**config.mk**
```make
export PLATFORM = sky130hd
export DESIGN_NAME = delay_line_void_filling_scheduler_top
export DESIGN_NICKNAME = d
export VERILOG_FILES = /design/src/rtl/dlvfs_pkg.sv /design/src/rtl/dlvfs_ram.sv /design/src/rtl/delay_line_void_filling_scheduler_top.sv
export SDC_FILE = /design/constraint.sdc
export NUM_CORES = 2
export LEC_CHECK = 0
export CORE_MARGIN = 4
export CORE_UTILIZATION = 58
export DETAILED_ROUTE_END_ITERATION = 6
export DONT_BUFFER_PORTS = 1
export PLACE_DENSITY = 0.87
export SLEW_MARGIN = 20
export SYNTH_ARGS = -nofsm -noshare
export SYNTH_HDL_FRONTEND = slang
export SYNTH_SLANG_ARGS = --single-unit
```
**constraint.sdc**
```tcl
create_clock -name clock -period 11.7 [get_ports clock]
set_input_delay 1.17 -clock clock [delete_from_list [all_inputs] [get_ports clock]]
set_output_delay 1.17 -clock clock [all_outputs]
set_load 0.03 [all_outputs]
```
**src/rtl/dlvfs_pkg.sv**
```systemverilog
// Package for the delay line void filling scheduler: defaults, codes and states.
package dlvfs_pkg;

   localparam int NUM_CHANNELS_DEF = 8;
   localparam int TIME_BITS_DEF    = 32;
   localparam int CHANNEL_BITS     = 3;
   localparam int FIELD_TIME_BITS  = 32;

   typedef enum logic [1:0] {
      CMD_SCHEDULE = 2'd0,
      CMD_SAVE     = 2'd1,
      CMD_RESTORE  = 2'd2
   } cmd_type;

   typedef enum logic [1:0] {
      ST_IDLE,
      ST_SCAN,
      ST_WRITE,
      ST_COPY
   } state_type;

endpackage

```
**src/rtl/dlvfs_ram.sv**
```systemverilog
// Generic single-write, single-read RAM with registered read data.
module dlvfs_ram #(
   parameter int WIDTH = 32,
   parameter int DEPTH = 8
) (
   input  logic                                   clock,
   input  logic                                   wr_en,
   input  logic [((DEPTH > 1) ? $clog2(DEPTH) : 1)-1:0] wr_addr,
   input  logic [WIDTH-1:0]                       wr_data,
   input  logic                                   rd_en,
   input  logic [((DEPTH > 1) ? $clog2(DEPTH) : 1)-1:0] rd_addr,
   output logic [WIDTH-1:0]                       rd_data
);

   logic [WIDTH-1:0] mem_ff [DEPTH];
   logic [WIDTH-1:0] rd_data_ff;

   always_ff @(posedge clock) begin
      if (wr_en) begin
         mem_ff[wr_addr] <= wr_data;
      end
      if (rd_en) begin
         rd_data_ff <= mem_ff[rd_addr];
      end
   end

   assign rd_data = rd_data_ff;

endmodule

```
**src/rtl/delay_line_void_filling_scheduler_top.sv**
```systemverilog
// Delay line channel scheduler with void filling and a snapshot table.
// Input channel (req_): command, request_time, duration. Accepted when
// req_valid is high and req_stall is low. Commands: schedule, save, restore;
// the unused code is accepted and dropped.
// Result channel (rsp_): found, channel, start_time, one item per schedule
// command, none for save or restore. Taken when rsp_valid is high and
// rsp_stall is low.
// Sequence: a schedule command scans the channel table one entry per cycle
// through the working table RAM read port; save and restore sweep the table
// the same way. req_stall is high from accept until the block is back in
// idle, so one item runs at a time: a new item is not taken before the last
// one is through.
// A finished result waits in the output register; a stalled receiver holds
// the block in its write step until the register frees, and the next item
// is taken while the last result still waits.
// Reset (synchronous, active high) empties the working and snapshot tables
// at once through per-entry valid bits; no clearing pass is needed.
module delay_line_void_filling_scheduler_top
   import dlvfs_pkg::*;
#(
   parameter int NUM_CHANNELS = NUM_CHANNELS_DEF,
   parameter int TIME_BITS    = TIME_BITS_DEF
) (
   input  logic                       clock,
   input  logic                       reset,
   input  logic                       req_valid,
   output logic                       req_stall,
   input  logic [1:0]                 req_command,
   input  logic [FIELD_TIME_BITS-1:0] req_request_time,
   input  logic [FIELD_TIME_BITS-1:0] req_duration,
   output logic                       rsp_valid,
   input  logic                       rsp_stall,
   output logic                       rsp_found,
   output logic [CHANNEL_BITS-1:0]    rsp_channel,
   output logic [FIELD_TIME_BITS-1:0] rsp_start_time
);

   localparam int IDX_W = (NUM_CHANNELS > 1) ? $clog2(NUM_CHANNELS) : 1;
   localparam int CNT_W = $clog2(NUM_CHANNELS + 1);
   localparam int ENT_W = 3 * TIME_BITS;

   typedef struct packed {
      logic [TIME_BITS-1:0] hor;
      logic [TIME_BITS-1:0] vstart;
      logic [TIME_BITS-1:0] vend;
   } entry_type;

   // sequencer
   state_type            state_ff, state_in;
   logic                 save_ff, save_in;
   logic [CNT_W-1:0]     cnt_ff, cnt_in;
   logic                 ev_pend_ff, ev_pend_in;
   logic [IDX_W-1:0]     ev_idx_ff, ev_idx_in;
   logic                 rd_vld_ff, rd_vld_in;

   // request and best candidate
   logic [TIME_BITS-1:0] t_ff, t_in;
   logic [TIME_BITS-1:0] dur_ff, dur_in;
   logic [TIME_BITS-1:0] sum_ff, sum_in;
   logic                 have_ff, have_in;
   logic [IDX_W-1:0]     best_idx_ff, best_idx_in;
   logic [TIME_BITS-1:0] best_gap_ff, best_gap_in;
   entry_type            best_ent_ff, best_ent_in;

   // valid bits of both tables
   logic [NUM_CHANNELS-1:0] work_vld_ff, work_vld_in;
   logic [NUM_CHANNELS-1:0] snap_vld_ff, snap_vld_in;

   // result register
   logic                       rsp_valid_ff, rsp_valid_in;
   logic                       rsp_found_ff, rsp_found_in;
   logic [CHANNEL_BITS-1:0]    rsp_channel_ff, rsp_channel_in;
   logic [FIELD_TIME_BITS-1:0] rsp_start_ff, rsp_start_in;

   // RAM ports
   logic             work_wr_en, snap_wr_en, work_rd_en, snap_rd_en;
   logic [IDX_W-1:0] work_wr_addr, rd_addr;
   entry_type        work_wr_data;
   logic [ENT_W-1:0] work_rd_raw, snap_rd_raw;

   // control and datapath
   logic                 accept;
   logic                 issue;
   logic                 sweep_done;
   logic                 leave_write;
   logic [TIME_BITS:0]   sum_full;
   entry_type            ent;
   entry_type            upd;
   logic                 void_ok, hor_ok, pick_void, cand_ok, take;
   logic [TIME_BITS-1:0] gap_v, gap_h, cand_gap, room;

   dlvfs_ram #(.WIDTH(ENT_W), .DEPTH(NUM_CHANNELS)) u_work_ram (
      .clock   (clock),
      .wr_en   (work_wr_en),
      .wr_addr (work_wr_addr),
      .wr_data (work_wr_data),
      .rd_en   (work_rd_en),
      .rd_addr (rd_addr),
      .rd_data (work_rd_raw)
   );

   dlvfs_ram #(.WIDTH(ENT_W), .DEPTH(NUM_CHANNELS)) u_snap_ram (
      .clock   (clock),
      .wr_en   (snap_wr_en),
      .wr_addr (ev_idx_ff),
      .wr_data (ent),
      .rd_en   (snap_rd_en),
      .rd_addr (rd_addr),
      .rd_data (snap_rd_raw)
   );

   assign accept      = (state_ff == ST_IDLE) && req_valid;
   assign issue       = ((state_ff == ST_SCAN) || (state_ff == ST_COPY)) &&
                        (cnt_ff < CNT_W'(NUM_CHANNELS));
   assign sweep_done  = (cnt_ff == CNT_W'(NUM_CHANNELS)) && !ev_pend_ff;
   assign leave_write = (state_ff == ST_WRITE) && (!rsp_valid_ff || !rsp_stall);
   assign rd_addr     = cnt_ff[IDX_W-1:0];

   // next state
   always_comb begin
      state_in = state_ff;
      case (state_ff)
         ST_IDLE: begin
            if (req_valid) begin
               case (req_command)
                  CMD_SCHEDULE:          state_in = ST_SCAN;
                  CMD_SAVE, CMD_RESTORE: state_in = ST_COPY;
                  default:               state_in = ST_IDLE;
               endcase
            end
         end
         ST_SCAN: begin
            if (sweep_done) begin
               state_in = ST_WRITE;
            end
         end
         ST_WRITE: begin
            if (leave_write) begin
               state_in = ST_IDLE;
            end
         end
         ST_COPY: begin
            if (sweep_done) begin
               state_in = ST_IDLE;
            end
         end
         default: state_in = ST_IDLE;
      endcase
   end

   // outputs of the sequencer
   always_comb begin
      req_stall    = (state_ff != ST_IDLE);
      work_rd_en   = issue && ((state_ff == ST_SCAN) || save_ff);
      snap_rd_en   = issue && (state_ff == ST_COPY) && !save_ff;
      snap_wr_en   = (state_ff == ST_COPY) && ev_pend_ff && save_ff;
      work_wr_en   = (leave_write && have_ff) ||
                     ((state_ff == ST_COPY) && ev_pend_ff && !save_ff);
      work_wr_addr = (state_ff == ST_WRITE) ? best_idx_ff : ev_idx_ff;
      work_wr_data = (state_ff == ST_WRITE) ? upd : ent;
   end

   // entry evaluation and winner update
   always_comb begin
      ent = '0;
      if (rd_vld_ff) begin
         ent = ((state_ff == ST_COPY) && !save_ff) ? entry_type'(snap_rd_raw)
                                                   : entry_type'(work_rd_raw);
      end
      room      = ent.vend - t_ff;
      void_ok   = (t_ff >= ent.vstart) && (ent.vend >= t_ff) && (room >= dur_ff);
      hor_ok    = (t_ff >= ent.hor);
      gap_v     = t_ff - ent.vstart;
      gap_h     = t_ff - ent.hor;
      pick_void = void_ok && (!hor_ok || (gap_v <= gap_h));
      cand_ok   = void_ok || hor_ok;
      cand_gap  = pick_void ? gap_v : gap_h;
      take      = (state_ff == ST_SCAN) && ev_pend_ff && cand_ok &&
                  (!have_ff || (cand_gap < best_gap_ff));

      upd = best_ent_ff;
      if (t_ff >= best_ent_ff.hor) begin
         upd.vstart = best_ent_ff.hor;
         upd.hor    = sum_ff;
         upd.vend   = t_ff;
      end else begin
         upd.vstart = sum_ff;
      end

      sum_full = {1'b0, TIME_BITS'(req_request_time)} +
                 {1'b0, TIME_BITS'(req_duration)};
   end

   // register next values
   always_comb begin
      save_in      = save_ff;
      cnt_in       = cnt_ff;
      ev_pend_in   = issue;
      ev_idx_in    = rd_addr;
      rd_vld_in    = rd_vld_ff;
      t_in         = t_ff;
      dur_in       = dur_ff;
      sum_in       = sum_ff;
      have_in      = have_ff;
      best_idx_in  = best_idx_ff;
      best_gap_in  = best_gap_ff;
      best_ent_in  = best_ent_ff;
      work_vld_in  = work_vld_ff;
      snap_vld_in  = snap_vld_ff;
      rsp_valid_in = rsp_valid_ff;
      rsp_found_in   = rsp_found_ff;
      rsp_channel_in = rsp_channel_ff;
      rsp_start_in   = rsp_start_ff;

      if (accept) begin
         save_in = (req_command == CMD_SAVE);
         cnt_in  = '0;
         t_in    = TIME_BITS'(req_request_time);
         dur_in  = TIME_BITS'(req_duration);
         sum_in  = sum_full[TIME_BITS] ? '1 : sum_full[TIME_BITS-1:0];
         have_in = 1'b0;
      end

      if (issue) begin
         cnt_in = cnt_ff + 1'b1;
         if ((state_ff == ST_COPY) && !save_ff) begin
            rd_vld_in = snap_vld_ff[rd_addr];
         end else begin
            rd_vld_in = work_vld_ff[rd_addr];
         end
      end

      if (take) begin
         have_in     = 1'b1;
         best_idx_in = ev_idx_ff;
         best_gap_in = cand_gap;
         best_ent_in = ent;
      end

      if (snap_wr_en) begin
         snap_vld_in[ev_idx_ff] = 1'b1;
      end
      if (work_wr_en) begin
         work_vld_in[work_wr_addr] = 1'b1;
      end

      // free the result slot once taken, refill at the end of a schedule
      if (rsp_valid_ff && !rsp_stall) begin
         rsp_valid_in = 1'b0;
      end
      if (leave_write) begin
         rsp_valid_in   = 1'b1;
         rsp_found_in   = have_ff;
         rsp_channel_in = have_ff ? CHANNEL_BITS'(best_idx_ff) : '0;
         rsp_start_in   = have_ff ? FIELD_TIME_BITS'(t_ff) : '0;
      end
   end

   always_ff @(posedge clock) begin
      if (reset) begin
         state_ff     <= ST_IDLE;
         cnt_ff       <= '0;
         ev_pend_ff   <= 1'b0;
         have_ff      <= 1'b0;
         work_vld_ff  <= '0;
         snap_vld_ff  <= '0;
         rsp_valid_ff <= 1'b0;
      end else begin
         state_ff     <= state_in;
         cnt_ff       <= cnt_in;
         ev_pend_ff   <= ev_pend_in;
         have_ff      <= have_in;
         work_vld_ff  <= work_vld_in;
         snap_vld_ff  <= snap_vld_in;
         rsp_valid_ff <= rsp_valid_in;
      end
   end

   always_ff @(posedge clock) begin
      save_ff        <= save_in;
      ev_idx_ff      <= ev_idx_in;
      rd_vld_ff      <= rd_vld_in;
      t_ff           <= t_in;
      dur_ff         <= dur_in;
      sum_ff         <= sum_in;
      best_idx_ff    <= best_idx_in;
      best_gap_ff    <= best_gap_in;
      best_ent_ff    <= best_ent_in;
      rsp_found_ff   <= rsp_found_in;
      rsp_channel_ff <= rsp_channel_in;
      rsp_start_ff   <= rsp_start_in;
   end

   assign rsp_valid      = rsp_valid_ff;
   assign rsp_found      = rsp_found_ff;
   assign rsp_channel    = rsp_channel_ff;
   assign rsp_start_time = rsp_start_ff;

endmodule

```
Word level (Yosys, flattened, before mapping)
Memory sizes are Yosys's and may differ from the RTL's. A register that Yosys moved wholly into a read port is not among the register bits.
Index checks and enable logic that the tools add are counted.
{"block": "op_classes", "addsub": 5, "n_mul": 0, "div_mod_pow": 0, "magnitude_cmp": 13, "n_eq_ne": 10, "shift": 0, "mux": 33, "bitwise_logic": 2, "reduce_logical": 42}
{"op": "$mux 96", "count": 3}
{"op": "$ge 32x32->1", "count": 5}
{"op": "$mux 32", "count": 4}
{"op": "$sub 32x32->32", "count": 3}
{"op": "$add 32x32->33", "count": 1}
{"op": "$le 32x32->1", "count": 1}
{"op": "$lt 32x32->1", "count": 1}
{"op": "$logic_and 1x1->1", "count": 21}
{"op": "$or 8x8->8", "count": 2}
{"op": "$mux 1", "count": 13}
{"op": "$lt 3x4->1 const B", "count": 3}
{"op": "$mux 2", "count": 4}
{"op": "$mux 4", "count": 2}
{"op": "$ne 2x2->1 const B", "count": 4}
{"op": "$pmux 2 s4", "count": 1}
{"op": "$reduce_bool 2->1", "count": 4}
{"op": "$logic_or 1x1->1", "count": 7}
{"op": "$bmux 1 s3", "count": 2}
{"op": "$demux 1 s3", "count": 2}
{"op": "$eq 2x2->1 const B", "count": 3}
{"op": "$ge 3x1->1 const B", "count": 2}
{"op": "$logic_not 1->1", "count": 6}
{"op": "$add 4x1->4 const B", "count": 1}
{"op": "$eq 2x1->1 const B", "count": 2}
{"op": "7 further kinds", "count": 8}
{"block": "totals", "regBits": 261, "latch_bits": 0, "ram_bits": 1536, "mem_bits_ro": 0, "in_bits": 70, "out_inout_bits": 38, "word_cells": 127, "mem_count": 2}
{"name": "u_snap_ram.mem_ff", "words": 8, "word_bits": 96, "read_ports": 1, "rd_ports_with_merged_regs": 1, "wr": 1, "line": "dlvfs_ram.sv:15", "rtl": "logic [WIDTH-1:0] mem_ff [DEPTH];"}
{"name": "u_work_ram.mem_ff", "words": 8, "word_bits": 96, "read_ports": 1, "rd_ports_with_merged_regs": 1, "wr": 1, "line": "dlvfs_ram.sv:15"}

Logic depth before layout (Yosys ltp)
{"block": "depth", "word_depth": 13, "depth_mapped": 39, "mapped_depth_nobuf": 35}

Cells and area by module
A second synthesis with hierarchy kept.
{"block": "unflattened", "cells_unflattened": 5016, "area_unflattened_um2": 86000.0}
{"mod": "dlvfs_ram", "n_inst": 2, "cells_per_inst": 1219, "area_per_inst_um2": 31766.7, "seq_area_each_um2": 25944.9}
{"mod": "delay_line_void_filling_scheduler_top", "n_inst": 1, "cells_per_inst": 2578, "area_per_inst_um2": 22466.5, "seq_area_each_um2": 7557.2}

Worst setup path after synthesis
OpenSTA, ideal clock, no wires.
{"block": "synth_timing", "path_kind": "register -> register", "startpoint": "register state_ff[1]", "endpoint": "register best_ent_ff[0] in the netlist's numbering, enable pin", "setup_time_ns": 0.558, "arrival_time_ns": 11.527, "required_time_ns": 11.142, "setup_slack_ns": -0.385, "stages_incl_launch_ff": 39, "n_path_buf": 4, "synth_period_minus_slack_ns": 12.085, "path_cell_list": "dfxtp_1 > clkbuf_1 > nor2b_1 > nand2_1 > buf_2 > buf_1 > mux2i_1 > nor2b_1 > ha_1 > inv_1 > fa_1 > nand3_1 > a21oi_1 > nor3_2 > o311a_1 > o21ai_0 > o41a_1 > a31oi_1 > [3 not listed] > inv_1 > a221oi_1 > o31ai_1 > a22oi_1 > a21oi_1 > nor3_2 > clkbuf_1 > nand2_1 > o21ai_0 > ha_1 > a21o_1 > a21o_1 > a21oi_1 > o211ai_1 > a211o_1 > a41o_1 > a211o_1 > nor2_1"}
{"item": "start, declared", "line": "delay_line_void_filling_scheduler_top.sv:49", "rtl": "state_type state_ff, state_in;"}
{"item": "start signal, assigned", "line": "delay_line_void_filling_scheduler_top.sv:269", "rtl": "state_ff <= state_in;"}
{"item": "end signal, assigned", "line": "delay_line_void_filling_scheduler_top.sv:288", "rtl": "best_ent_ff <= best_ent_in;"}
{"item": "end, declared", "line": "delay_line_void_filling_scheduler_top.sv:63", "rtl": "entry_type best_ent_ff, best_ent_in;"}

==> flow_metrics.tcl <==
set metrics [dict create \
    synthesis_warnings 0 \
    holdPathEnd "rsp_valid$_SDFFE_PP0P_" \
    synth_area_leaders "edfxtp_1, mux4_2, ha_1" \
    area_leader_netlist "edfxtp_1" \
    max_fo_critical_path 36 \
    hold_path.class "input pin to flip-flop" \
    power.density_cell_area_mw_per_mm2 170 \
    mean_number_of_vias_per_cell 6.92 \
    floorplan.die_area_mm2 0.154 \
    reg2reg_depth 33 \
    post_dp_area_mm2 0.0884 \
    timing.critical_path.from_type "flip-flop" \
    fin_tns_setup_ns 0 \
    worst_ir_drop_vdd_uv 172 \
    fin_area_mm2 0.0944 \
    final_net_count 5355 \
    cts_tree "built" \
    clock_skew_ns 0.0678 \
    crit_type "flip-flop to flip-flop" \
    cts.clk_slew.worst_paths_ns 0.07 \
    grt_first_pass_wirelength_um 338000 \
    cts_sinks 1989 \
    globalplace.congestion 0.998 \
    root_buffer "clkbuf_16" \
    finalCritPeriodShare_pct 92.9 \
    place.port_buffers 0 \
    initial_utilization_pct 58.6 \
    worst_setup_path_end_kind "flip-flop" \
    netlist_top_cells_count "edfxtp_1, mux4_2, ha_1" \
    run_status "complete, no violations" \
    reg2reg_from "state_ff[1]$_SDFFE_PP0P_" \
    cp.arrival_ns 11.35 \
    post-dp-hpwl_um 135000 \
    route.detailed.drc 0 \
    synth_sequential_area_ratio_pct 69.5 \
    postSynthNetCount 5230 \
    grt_antenna_before_repair 9 \
    count_of_cells_resized_by_post_cts_repair 0 \
    r2r_setup_slack_ns 0.83 \
    final_layout_size_suffix_gt1_share_pct 19.7 \
    number_of_buffers_added_by_the_clock_tree_synthesis_step 187 \
    max_freq_mhz 92.0 \
    power.leakage_nw 32.5 \
    netlist-cell-type-count 77 \
    syn_avg_cell_area_um2 17.5 \
    worst_path_dominant_cell_family "simple AND/OR/NAND/NOR gates" \
    slowest_stage "or3_1" \
    synth_cells 4895 \
    period_needed_ns 10.87 \
    cts.repair_timing.setup_buffer_count 0 \
    drt_pass1_iterations 6 \
    rows 140 \
    crit_path_max_incr_delay_ns 0.78 \
    worst_hold_path.num_cells 1 \
    fp.dieW_um 392 \
    pin_count 108 \
    timing.rr.end "best_ent_ff[77]$_DFFE_PP_" \
    dr.first_iter.drc_count 7717 \
    synthFlopType "edfxtp_1" \
    synthMostInstantiatedCell "edfxtp_1" \
    worst_slew_pin_slew_ns 1.19 \
    netlist.area_leader.share_pct 68.8 \
    insertion_delay_ns 0.86 \
    grt_start_max_net_pins 101 \
    synth_edf_count 1961 \
    clockBufferDepth 3 \
    floorplan.die.height_um 392 \
    area_delta_synth_final_pct 10.3 \
    grt_remaining_overflow 0 \
    detail_route.wirelength_um 233000 \
    mapped_area_mm2 0.0856 \
    timing.final.hold_violations 0 \
    dr_total_vias 49100 \
    max_cap_violations 0 \
    ys_async_sr_fraction_pct 0 \
    ys_seq_elements 1989 \
    grt_pass1_vias 49700 \
    route.antenna.remaining_nets 0 \
    setup_repair_after_global_routing_missed_its_margin "false" \
    nFillCells 9171 \
    wl_per_cell_um 32.8 \
    cts-htree-levels 4 \
    holdBufCountCts 0 \
    floorplan.core_area_mm2 0.146 \
    slew_violations 0 \
    min-delay-start "reset" \
    setup_violations 0 \
    relSlewSlack_pct 20.5 \
    worst-path-buf-inv 4 \
    globalRouteTotalUtil_pct 30.5 \
    cp.required_ns 12.17 \
]
==> layout by cell type (no fill, tap or decap), types with 8 or more instances in the layout <==
master     netlist  routed
or2_2            8       8
clkbuf_1       128      49
a21o_1          83      83
edfxtp_1      1961    1961
dfxtp_1         28      25
clkbuf_8         0       8
nor2_4           0      17
or3_1           13      13
a211oi_1        17      17
o21ai_0        188     174
nor3_1          25      22
o21ai_1         15      29
nor4_1           8       8
o211ai_1        10      10
inv_1          242     241
xnor2_1         58      58
nand2_1        233     232
and3_1          14      14
a21oi_1        156     155
mux4_2         389     389
o21bai_1        15      15
o21a_1          16      16
clkbuf_16        0     188
a31oi_1         18      18
buf_4            4     120
xor2_1          43      43
nand4_1         39      39
nand2b_1        26      25
clkinv_1         0      39
o31ai_1         11      11
ha_1           261     261
clkinv_2         0      28
nand3_1         29      29
nor2b_1        113     113
and2_1          41      41
nor2_1         152     135
bufinv_16        0      10
mux2i_1        201     201
mux2_2         193     193
==> per-layer routing <==
layer	track usage (%)	vias up	part of all wire [%]
li1	-	19600	-
met1	40.0	24600	34
met2	47.3	4139	47
met3	8.93	841	14
met4	15.0	2	5.9
met5	0	-	0.0060
==> through the flow <==
| step | hold WS, ns | setup WS [ns] | instances | util [%] | power [mW] |
|---|---|---|---|---|---|
| floorplan | 0.329 | 1.25 | 4895 | - | 9.50 |
| global placement | 0.444 | 1.52 | 6747 | 60.5 | 10.0 |
| detailed placement | 0.460 | 1.24 | 6747 | 60.5 | 10.1 |
| CTS | 0.349 | 1.17 | 7093 | 64.6 | 16.0 |
| global route | 0.358 | 0.364 | 7094 | 64.6 | 16.5 |
| finish | 0.383 | 0.826 | 7101 | 64.6 | 16.0 |
==> state kept, by name, summed over array words and instances, names as in the netlist, 2 cells and up <==
register / count
best_ent_ff: 64
best_gap_ff: 32
best_idx_ff: 3
cnt_ff: 4
dur_ff: 32
ev_idx_ff: 3
rsp_channel: 3
rsp_start_time: 32
snap_vld_ff: 8
state_ff: 2
sum_ff: 32
t_ff: 32
u_snap_ram.mem_ff: 768
u_snap_ram.rd_data: 96
u_work_ram.mem_ff: 768
u_work_ram.rd_data: 96
work_vld_ff: 8
==> report_power, final <==
| part | switching, mW | internal [mW] | total [mW] |
|---|---|---|---|
| Clock | 2.71 | 3.27 | 5.98 |
| Sequential | 0.127 | 8.04 | 8.17 |
| Combinational | 1.18 | 0.681 | 1.86 |
==> area by class of cell <==
cell class | count | area [µm²] | share of cell area, %
Antenna cell | 7 | 17.5 | 0.0186
Tap cell | 1917 | 2400 | 2.54
Timing Repair Buffer | 125 | 988 | 1.05
Clock inverter | 101 | 1000 | 1.06
Inverter | 242 | 911 | 0.965
Multi-Input combinational cell | 2475 | 24600 | 26.1
Sequential cell | 1989 | 59500 | 63.0
Clock buffer | 245 | 5000 | 5.29
==> logic make-up after synthesis <==
group           synth area share [%]
xor+xnor                        1.03
buf+inv                         1.96
simple gates                    4.14
mux                             15.1
compound gates                  4.35
flops                           69.5
fa+ha+maj                       3.91
==> worst max-delay path by stage <==
stage / endpoint / slack (ns) / startpoint / depth (start not counted)
after global routing: best_ent_ff[76]$_DFFE_PP_ / 0.36 / state_ff[1]$_SDFFE_PP0P_ / 38
final: best_ent_ff[77]$_DFFE_PP_ / 0.83 / state_ff[1]$_SDFFE_PP0P_ / 33
after CTS: best_ent_ff[76]$_DFFE_PP_ / 1.17 / state_ff[1]$_SDFFE_PP0P_ / 33
after global placement: best_ent_ff[18]$_DFFE_PP_ / 1.52 / state_ff[1]$_SDFFE_PP0P_ / 39
after floorplan: best_ent_ff[0]$_DFFE_PP_ / 1.25 / state_ff[1]$_SDFFE_PP0P_ / 38
after detailed placement: best_ent_ff[20]$_DFFE_PP_ / 1.24 / state_ff[1]$_SDFFE_PP0P_ / 36
Power figures use the tool's default switching activity.
